==> config.mk <==
export PLATFORM = sky130hd
export DESIGN_NAME = tcp_chunk_header_deframer
export DESIGN_NICKNAME = d
export VERILOG_FILES = /design/src/hw/rtl/tcd_pkg.sv /design/src/hw/rtl/tcp_chunk_header_deframer.sv /design/src/hw/rtl/tcd_hdr_check.sv /design/src/hw/rtl/tcd_track.sv
export SDC_FILE = /design/constraint.sdc
export NUM_CORES = 1
export LEC_CHECK = 0
export BUFFER_PORTS_ARGS = -buffer_cell sky130_fd_sc_hd__buf_2
export CAP_MARGIN = 20
export CORE_ASPECT_RATIO = 0.75
export CORE_MARGIN = 3
export CORE_UTILIZATION = 60
export CTS_CLUSTER_DIAMETER = 120
export DETAILED_ROUTE_END_ITERATION = 12
export PLACE_DENSITY = 0.85
export SLEW_MARGIN = 20
export SYNTH_ARGS = -nofsm -noshare
export SYNTH_HDL_FRONTEND = slang
export SYNTH_SLANG_ARGS = --single-unit
==> constraint.sdc <==
create_clock -name clk -period 6.3 [get_ports clk]
set_input_delay 1.26 -clock clk [delete_from_list [all_inputs] [get_ports clk]]
set_output_delay 1.26 -clock clk [all_outputs]
set_load 0.02 [all_outputs]
==> src/hw/rtl/tcd_pkg.sv <==
// Shared types and constants for the TCP chunk header deframer.
// Used by tcd_hdr_check, tcd_track and tcp_chunk_header_deframer; no dependencies.
package tcd_pkg;

  localparam int unsigned HDR_BYTES = 8;
  localparam int unsigned POS_W     = $clog2(HDR_BYTES + 1);
  localparam int unsigned HDR_IDX_W = $clog2(HDR_BYTES - 1);
  localparam int unsigned MAX_W     = 24;
  localparam int unsigned SIZE_W    = 32;

  localparam logic [POS_W-1:0] POS_FULL = POS_W'(HDR_BYTES);
  localparam logic [POS_W-1:0] POS_LAST = POS_W'(HDR_BYTES - 1);
  localparam logic [MAX_W-1:0] MAX_RESET = 24'd65536;

  localparam logic [2:0] KIND_HEL = 3'd0;
  localparam logic [2:0] KIND_ACK = 3'd1;
  localparam logic [2:0] KIND_ERR = 3'd2;
  localparam logic [2:0] KIND_MSG = 3'd3;
  localparam logic [2:0] KIND_OPN = 3'd4;
  localparam logic [2:0] KIND_CLO = 3'd5;

  localparam logic [1:0] FLAG_C = 2'd0;
  localparam logic [1:0] FLAG_F = 2'd1;
  localparam logic [1:0] FLAG_A = 2'd2;

  localparam logic [7:0] CH_C = 8'h43;
  localparam logic [7:0] CH_F = 8'h46;
  localparam logic [7:0] CH_A = 8'h41;

  localparam logic [23:0] TYPE_HEL = "HEL";
  localparam logic [23:0] TYPE_ACK = "ACK";
  localparam logic [23:0] TYPE_ERR = "ERR";
  localparam logic [23:0] TYPE_MSG = "MSG";
  localparam logic [23:0] TYPE_OPN = "OPN";
  localparam logic [23:0] TYPE_CLO = "CLO";

  localparam logic [2:0] ST_OK        = 3'd0;
  localparam logic [2:0] ST_BAD_TYPE  = 3'd1;
  localparam logic [2:0] ST_TOO_LARGE = 3'd2;
  localparam logic [2:0] ST_TOO_SMALL = 3'd3;
  localparam logic [2:0] ST_HALTED    = 3'd4;

  typedef logic [HDR_BYTES-2:0][7:0] hdr_t;

  typedef struct packed {
    logic [2:0]        kind;
    logic [1:0]        flag;
    logic [SIZE_W-1:0] size;
    logic [2:0]        status;
  } chk_t;

  typedef struct packed {
    logic [7:0]        data_out;
    logic              in_header;
    logic              header_done;
    logic [2:0]        message_kind;
    logic [1:0]        chunk_flag;
    logic [SIZE_W-1:0] chunk_total_size;
    logic              chunk_last;
    logic [2:0]        status;
  } res_t;

endpackage

==> src/hw/rtl/tcp_chunk_header_deframer.sv <==
// Top level of the TCP chunk header deframer: input register, tracker, result register.
// Depends on tcd_pkg and tcd_track.
//
//   port group   direction  content
//   in_*         request in  one stream byte
//   out_*        request out one result per byte
//   cfg_*        request in  max_chunk_bytes write
//
// One byte per cycle unless out_ready stalls; each byte passes input then result register.
// The tracker state updates as a byte moves from the input to the result register.
// rst_n clears state and halt and sets the size limit to 65536; cfg_ready is always high.
// A stalled out_ready holds the result; the input register fills and then drops in_ready.
module tcp_chunk_header_deframer (
  input  logic                        clk,
  input  logic                        rst_n,
  input  logic                        in_valid,
  output logic                        in_ready,
  input  logic [7:0]                  in_rx_byte,
  output logic                        out_valid,
  input  logic                        out_ready,
  output logic [7:0]                  out_data_out,
  output logic                        out_in_header,
  output logic                        out_header_done,
  output logic [2:0]                  out_message_kind,
  output logic [1:0]                  out_chunk_flag,
  output logic [tcd_pkg::SIZE_W-1:0]  out_chunk_total_size,
  output logic                        out_chunk_last,
  output logic [2:0]                  out_status,
  input  logic                        cfg_valid,
  output logic                        cfg_ready,
  input  logic [tcd_pkg::MAX_W-1:0]   cfg_max_chunk_bytes
);

  logic                      in_vld_r;
  logic [7:0]                in_byte_r;
  logic                      out_vld_r;
  tcd_pkg::res_t             out_res_r;
  logic [tcd_pkg::MAX_W-1:0] max_r;
  logic                      out_free;
  logic                      step;
  tcd_pkg::res_t             res;

  assign cfg_ready = 1'b1;
  assign out_free  = !out_vld_r || out_ready;
  assign step      = in_vld_r && out_free;
  assign in_ready  = !in_vld_r || out_free;

  tcd_track u_track (
    .clk       (clk),
    .rst_n     (rst_n),
    .step      (step),
    .rx_byte   (in_byte_r),
    .max_bytes (max_r),
    .res       (res)
  );

  always_ff @(posedge clk) begin
    if (!rst_n) begin
      max_r     <= tcd_pkg::MAX_RESET;
      in_vld_r  <= 1'b0;
      out_vld_r <= 1'b0;
    end else begin
      if (cfg_valid) begin
        max_r <= cfg_max_chunk_bytes;
      end
      if (in_ready) begin
        in_vld_r <= in_valid;
      end
      if (out_free) begin
        out_vld_r <= in_vld_r;
      end
    end
  end

  always_ff @(posedge clk) begin
    if (in_valid && in_ready) begin
      in_byte_r <= in_rx_byte;
    end
    if (step) begin
      out_res_r <= res;
    end
  end

  assign out_valid            = out_vld_r;
  assign out_data_out         = out_res_r.data_out;
  assign out_in_header        = out_res_r.in_header;
  assign out_header_done      = out_res_r.header_done;
  assign out_message_kind     = out_res_r.message_kind;
  assign out_chunk_flag       = out_res_r.chunk_flag;
  assign out_chunk_total_size = out_res_r.chunk_total_size;
  assign out_chunk_last       = out_res_r.chunk_last;
  assign out_status           = out_res_r.status;

endmodule

==> src/hw/rtl/tcd_hdr_check.sv <==
// Header decode and check: type, flag and size of a complete 8-byte header.
// Depends on tcd_pkg.
module tcd_hdr_check (
  input  tcd_pkg::hdr_t                   hdr,
  input  logic [7:0]                      last_byte,
  input  logic [tcd_pkg::MAX_W-1:0]       max_bytes,
  output tcd_pkg::chk_t                   chk
);

  logic [23:0] type_key;
  logic        kind_ok;
  logic        flag_ok;
  logic [2:0]  kind;
  logic [1:0]  flag;
  logic [tcd_pkg::SIZE_W-1:0] size;

  assign type_key = {hdr[0], hdr[1], hdr[2]};
  assign size     = {last_byte, hdr[6], hdr[5], hdr[4]};

  always_comb begin
    kind_ok = 1'b1;
    case (type_key)
      tcd_pkg::TYPE_HEL: kind = tcd_pkg::KIND_HEL;
      tcd_pkg::TYPE_ACK: kind = tcd_pkg::KIND_ACK;
      tcd_pkg::TYPE_ERR: kind = tcd_pkg::KIND_ERR;
      tcd_pkg::TYPE_MSG: kind = tcd_pkg::KIND_MSG;
      tcd_pkg::TYPE_OPN: kind = tcd_pkg::KIND_OPN;
      tcd_pkg::TYPE_CLO: kind = tcd_pkg::KIND_CLO;
      default: begin
        kind    = tcd_pkg::KIND_HEL;
        kind_ok = 1'b0;
      end
    endcase
  end

  always_comb begin
    flag_ok = 1'b1;
    case (hdr[3])
      tcd_pkg::CH_C: flag = tcd_pkg::FLAG_C;
      tcd_pkg::CH_F: flag = tcd_pkg::FLAG_F;
      tcd_pkg::CH_A: flag = tcd_pkg::FLAG_A;
      default: begin
        flag    = tcd_pkg::FLAG_C;
        flag_ok = 1'b0;
      end
    endcase
  end

  always_comb begin
    chk.kind = kind;
    chk.flag = flag;
    chk.size = size;
    if (!kind_ok || !flag_ok || (kind != tcd_pkg::KIND_MSG && flag != tcd_pkg::FLAG_F)) begin
      chk.status = tcd_pkg::ST_BAD_TYPE;
    end else if (size > {{(tcd_pkg::SIZE_W - tcd_pkg::MAX_W){1'b0}}, max_bytes}) begin
      chk.status = tcd_pkg::ST_TOO_LARGE;
    end else if (size < tcd_pkg::SIZE_W'(tcd_pkg::HDR_BYTES)) begin
      chk.status = tcd_pkg::ST_TOO_SMALL;
    end else begin
      chk.status = tcd_pkg::ST_OK;
    end
  end

endmodule

==> src/hw/rtl/tcd_track.sv <==
// Chunk tracking state: header position, stored header bytes, byte count, halt.
// Depends on tcd_pkg and tcd_hdr_check.
module tcd_track (
  input  logic                        clk,
  input  logic                        rst_n,
  input  logic                        step,
  input  logic [7:0]                  rx_byte,
  input  logic [tcd_pkg::MAX_W-1:0]   max_bytes,
  output tcd_pkg::res_t               res
);

  logic [tcd_pkg::POS_W-1:0] pos_r, pos_nxt;
  tcd_pkg::hdr_t             hdr_r, hdr_nxt;
  logic [2:0]                kind_r, kind_nxt;
  logic [1:0]                flag_r, flag_nxt;
  logic [tcd_pkg::MAX_W-1:0] size_r, size_nxt;
  logic [tcd_pkg::MAX_W-1:0] count_r, count_nxt;
  logic                      halted_r, halted_nxt;
  logic [tcd_pkg::MAX_W-1:0] count_inc;
  tcd_pkg::chk_t             chk;

  tcd_hdr_check u_check (
    .hdr       (hdr_r),
    .last_byte (rx_byte),
    .max_bytes (max_bytes),
    .chk       (chk)
  );

  assign count_inc = count_r + tcd_pkg::MAX_W'(1);

  always_comb begin
    pos_nxt    = pos_r;
    hdr_nxt    = hdr_r;
    kind_nxt   = kind_r;
    flag_nxt   = flag_r;
    size_nxt   = size_r;
    count_nxt  = count_r;
    halted_nxt = halted_r;

    res                  = '0;
    res.data_out         = rx_byte;
    res.status           = tcd_pkg::ST_OK;

    if (halted_r) begin
      res.status = tcd_pkg::ST_HALTED;
    end else if (pos_r != tcd_pkg::POS_FULL) begin
      res.in_header = 1'b1;
      pos_nxt       = pos_r + tcd_pkg::POS_W'(1);
      count_nxt     = count_inc;
      if (pos_r != tcd_pkg::POS_LAST) begin
        hdr_nxt[pos_r[tcd_pkg::HDR_IDX_W-1:0]] = rx_byte;
      end else begin
        res.chunk_total_size = chk.size;
        res.status           = chk.status;
        if (chk.status != tcd_pkg::ST_OK) begin
          halted_nxt = 1'b1;
        end else begin
          res.header_done  = 1'b1;
          res.message_kind = chk.kind;
          res.chunk_flag   = chk.flag;
          kind_nxt         = chk.kind;
          flag_nxt         = chk.flag;
          size_nxt         = chk.size[tcd_pkg::MAX_W-1:0];
          if (count_inc >= chk.size[tcd_pkg::MAX_W-1:0]) begin
            res.chunk_last = 1'b1;
            pos_nxt        = '0;
            count_nxt      = '0;
          end
        end
      end
    end else begin
      res.message_kind     = kind_r;
      res.chunk_flag       = flag_r;
      res.chunk_total_size = {{(tcd_pkg::SIZE_W - tcd_pkg::MAX_W){1'b0}}, size_r};
      count_nxt            = count_inc;
      if (count_inc >= size_r) begin
        res.chunk_last = 1'b1;
        pos_nxt        = '0;
        count_nxt      = '0;
      end
    end
  end

  always_ff @(posedge clk) begin
    if (!rst_n) begin
      pos_r    <= '0;
      kind_r   <= '0;
      flag_r   <= '0;
      size_r   <= '0;
      count_r  <= '0;
      halted_r <= 1'b0;
    end else if (step) begin
      pos_r    <= pos_nxt;
      kind_r   <= kind_nxt;
      flag_r   <= flag_nxt;
      size_r   <= size_nxt;
      count_r  <= count_nxt;
      halted_r <= halted_nxt;
    end
  end

  always_ff @(posedge clk) begin
    if (step) begin
      hdr_r <= hdr_nxt;
    end
  end

endmodule

==> metrics.md <==
| Metric | Value |
|---|---|
| Core Rows | 39 |
| Slew Viols, Final | 0 |
| Design Power | 2.61 mW |
| RSZ-0062 raised after global routing | false |
| CTS root buffer | clkbuf_16 |
| Crit-path slowest cell | a2111oi_0 |
| Die area | 18,100 um^2 |
| Num ports | 91 |
| Crit path launch type | flop |
| Seq cells post-synth | 199 |
| Crit path kind | reg2reg |
| Port buffer count | 89 |
| Total CTS buffers | 17 |
| Setup WS post-layout | 1.73 ns |
| Setup WS pre-CTS | 1.84 ns |
| Crit-path cells | nand3_1 > nor3_1 > nand4_1 > nor2_1 > xor2_1 > ha_1 > and4_1 > a2111oi_0 > o2111ai_1 > a31oi_1 > buf_4 > o21ai_1 > o221ai_1 |
| CP endpoint kind | flop |
| Met2 usage | 0.413 |
| Leak | 4.39 nW |
| Top delay family on crit path | compound AO/OA/AOI/OAI gates |
| WP data arrival | 4.93 ns |
| Area grow syn2layout | 12.0% |
| Critical Path RT | 6.66 ns |
| CTS Buffer Depth | 2 |
| Post-synthesis sequential area ratio | 0.520 |
| Congestion Overflow GR | 0 |
| Iter 0 DRT Violations | 800 |
| Slew headroom | 0.250 |
| Area leader, netlist | edfxtp_1 |
| Via count | 7,742 |
| GRT Total Usage | 0.273 |
| Syn Nets | 1,055 |
| Met3 Track Usage GR | 0.0709 |
| Asr flop ratio synth | 0 |
| Synthesis Warnings | 0 |
| Avg Cell Area, Syn | 10.5 um^2 |
| Class of the worst hold path | reg2reg |
| DRC viols | 0 |
| CTS tree | built |
| VDD IR max | 0.000184 V |
| Vias in the first global route | 7,443 |
| Post-synthesis cell count | 943 |
| Number of routed nets with antenna violations | 0 |
| GR peak layer | met2 |
| Most common cell after layout, fill and taps aside | edfxtp_1 |
| Final Hold Vio Count | 0 |
| Pwr per Cell Area | 236 nW/um^2 |
| Nets | 1,132 |
| Cell variety after synth | 63 |
| Post-layout util | 0.707 |
| Top cell type's share of synthesized area | 0.350 |
| Crit share post-route | 0.725 |
| Final Setup Violations | 0 |
| Clock net sink count | 199 |
| Status | complete, no violations |
| Largest net degree at the start of global routing | 54 |
| Layout cells sized above 1 | 0.136 |
| Post-synth EDFFs | 115 |
| Initial Util | 0.631 |
| Worst Skew | 0.00951 ns |
| Setup_tns | 0 ns |
| Initial antenna violation count | 0 |
| Met1 GRT Util | 0.385 |
| Routability congestion estimate | 0.947 |
| Overall die width | 154 um |
| Crit path buf inv count | 1 |
| Max Cap Violations | 0 |
| WL/cell | 19.4 um |
| CTS Hold Bufs | 0 |
| Synth top area cells | edfxtp_1 35%, dfxtp_1 17%, ha_1 9.5%, a21oi_1 3.0%, inv_1 3.0% |
| Commonest cells after routing, fill and taps aside | 115 x edfxtp_1, 89 x buf_2, 84 x dfxtp_1 |
| Fmax | 219 MHz |
| Crit path max fanout | 15 |
| Clock-pin slew on the worst setup and hold paths | 0.07 ns |
| Worst-Margin Slew | 1.12 ns |
| Routed vias/inst | 6.25 |
| Crit path time final | 4.57 ns |
| Total routed wirelength | 24.0 mm |
| Worst-skew pair later-pin latency | 0.44 ns |
| Detailed Place HPWL | 16.6 mm |
| CTS H-tree depth | 4 |
| Slowest cell delay on critical path | 0.71 ns |
| Inserted Diodes | 0 |
| Mapped Area | 9880 um^2 |
| Die H | 117 um |
| Core area | 15,700 um^2 |
| First-pass GRT wire length | 38.4 mm |
| Post-CTS sizing | 0 |
| DR pass1 iterations | 7 |
| Main synth FF type | edfxtp_1 |
| Final hold slack | 0.475 ns |
| Setup repair bufs after CTS | 0 |
-- through the flow --
step | area (um^2) | cells
after detailed placement | 10500 | 1206
after global placement | 10500 | 1205
final | 11100 | 1238
after floorplan | 9880 | 943
after CTS | 11100 | 1238
after global routing | 11100 | 1238
-- Yosys cell counts (5+ instances only) --
| cell type | number |
|---|---|
| nand2_1 | 67 |
| o21ai_0 | 30 |
| buf_2 | 5 |
| nor2b_1 | 6 |
| xor2_1 | 10 |
| edfxtp_1 | 115 |
| a22o_1 | 24 |
| a22oi_1 | 6 |
| a211oi_1 | 8 |
| o21ai_1 | 15 |
| o211ai_1 | 9 |
| nand4_1 | 24 |
| clkbuf_1 | 30 |
| and2_1 | 12 |
| nand3_1 | 52 |
| inv_1 | 78 |
| nor3_1 | 12 |
| a21oi_1 | 60 |
| ha_1 | 75 |
| dfxtp_1 | 84 |
| xnor2_1 | 8 |
| nor3b_1 | 6 |
| nor2_1 | 65 |
| o2111ai_1 | 16 |
| and3_1 | 11 |
| nor4_1 | 7 |
| a21o_1 | 6 |
| mux2i_1 | 23 |
| nand2b_1 | 9 |
| o21a_1 | 7 |
-- path summary, 6_finish.rpt --
kind / from / end / slack, ns / cells past startpoint
hold reg to reg: u_track.kind_r[1] / u_track.kind_r[1] / 0.47 / 2
hold / removal: u_track.kind_r[1] / u_track.kind_r[1] / 0.47 / 2
setup / recovery: u_track.count_r[2] / u_track.count_r[11] / 1.73 / 13
setup reg to reg: u_track.count_r[2] / u_track.count_r[11] / 1.73 / 13
-- cell type report --
class,instances,area (um^2)
clock buffer,17,425
clock inverter,15,136
fill,1119,4600
inverter,79,297
multi-input combinational,624,4300
sequential,199,5130
tap,205,256
timing repair buffer,99,520
-- state kept, by name, indices dropped and copies added, names as in the netlist, 2 cells and up --
register,cells
out_chunk_flag,2
u_track.hdr_r,56
u_track.pos_r,4
u_track.count_r,24
u_track.flag_r,2
out_data_out,8
out_status,3
u_track.kind_r,3
in_byte_r,8
out_chunk_total_size,32
max_r,24
u_track.size_r,24
out_message_kind,3
-- routing by layer --
layer,part of all wire,vias up,routed length (um)
li1,-,3648,-
met2,0.43,435,10300
met4,0.023,0,544
met5,0,-,0
met1,0.44,3607,10500
met3,0.11,52,2600
-- power by group --
group	internal, mW	total [mW]	switching [mW]
registers	1.40	1.43	0.0240
clock network	0.524	1.05	0.525
logic	0.0466	0.138	0.0917
-- cell families after synthesis --
logic type | share of synthesized area
AO/OA/AOI/OAI | 0.146
buffers and inverters | 0.0475
multiplexers | 0.0233
XOR/XNOR | 0.0160
flip-flops | 0.520
other | 0.000380
adder cells (fa/ha/maj) | 0.0950
AND/OR/NAND/NOR | 0.152
-- worst register-to-register path: stages (launching register included) --
cell and delay (ns):
dfxtp_1 0.44, nand3_1 0.23, nor3_1 0.48, nand4_1 0.27, nor2_1 0.18, xor2_1 0.36, ha_1 0.33, and4_1 0.21
a2111oi_0 0.71, o2111ai_1 0.37, a31oi_1 0.25, buf_4 0.24, o21ai_1 0.18, o221ai_1 0.24
No activity file was read; power rests on OpenSTA's default activity.
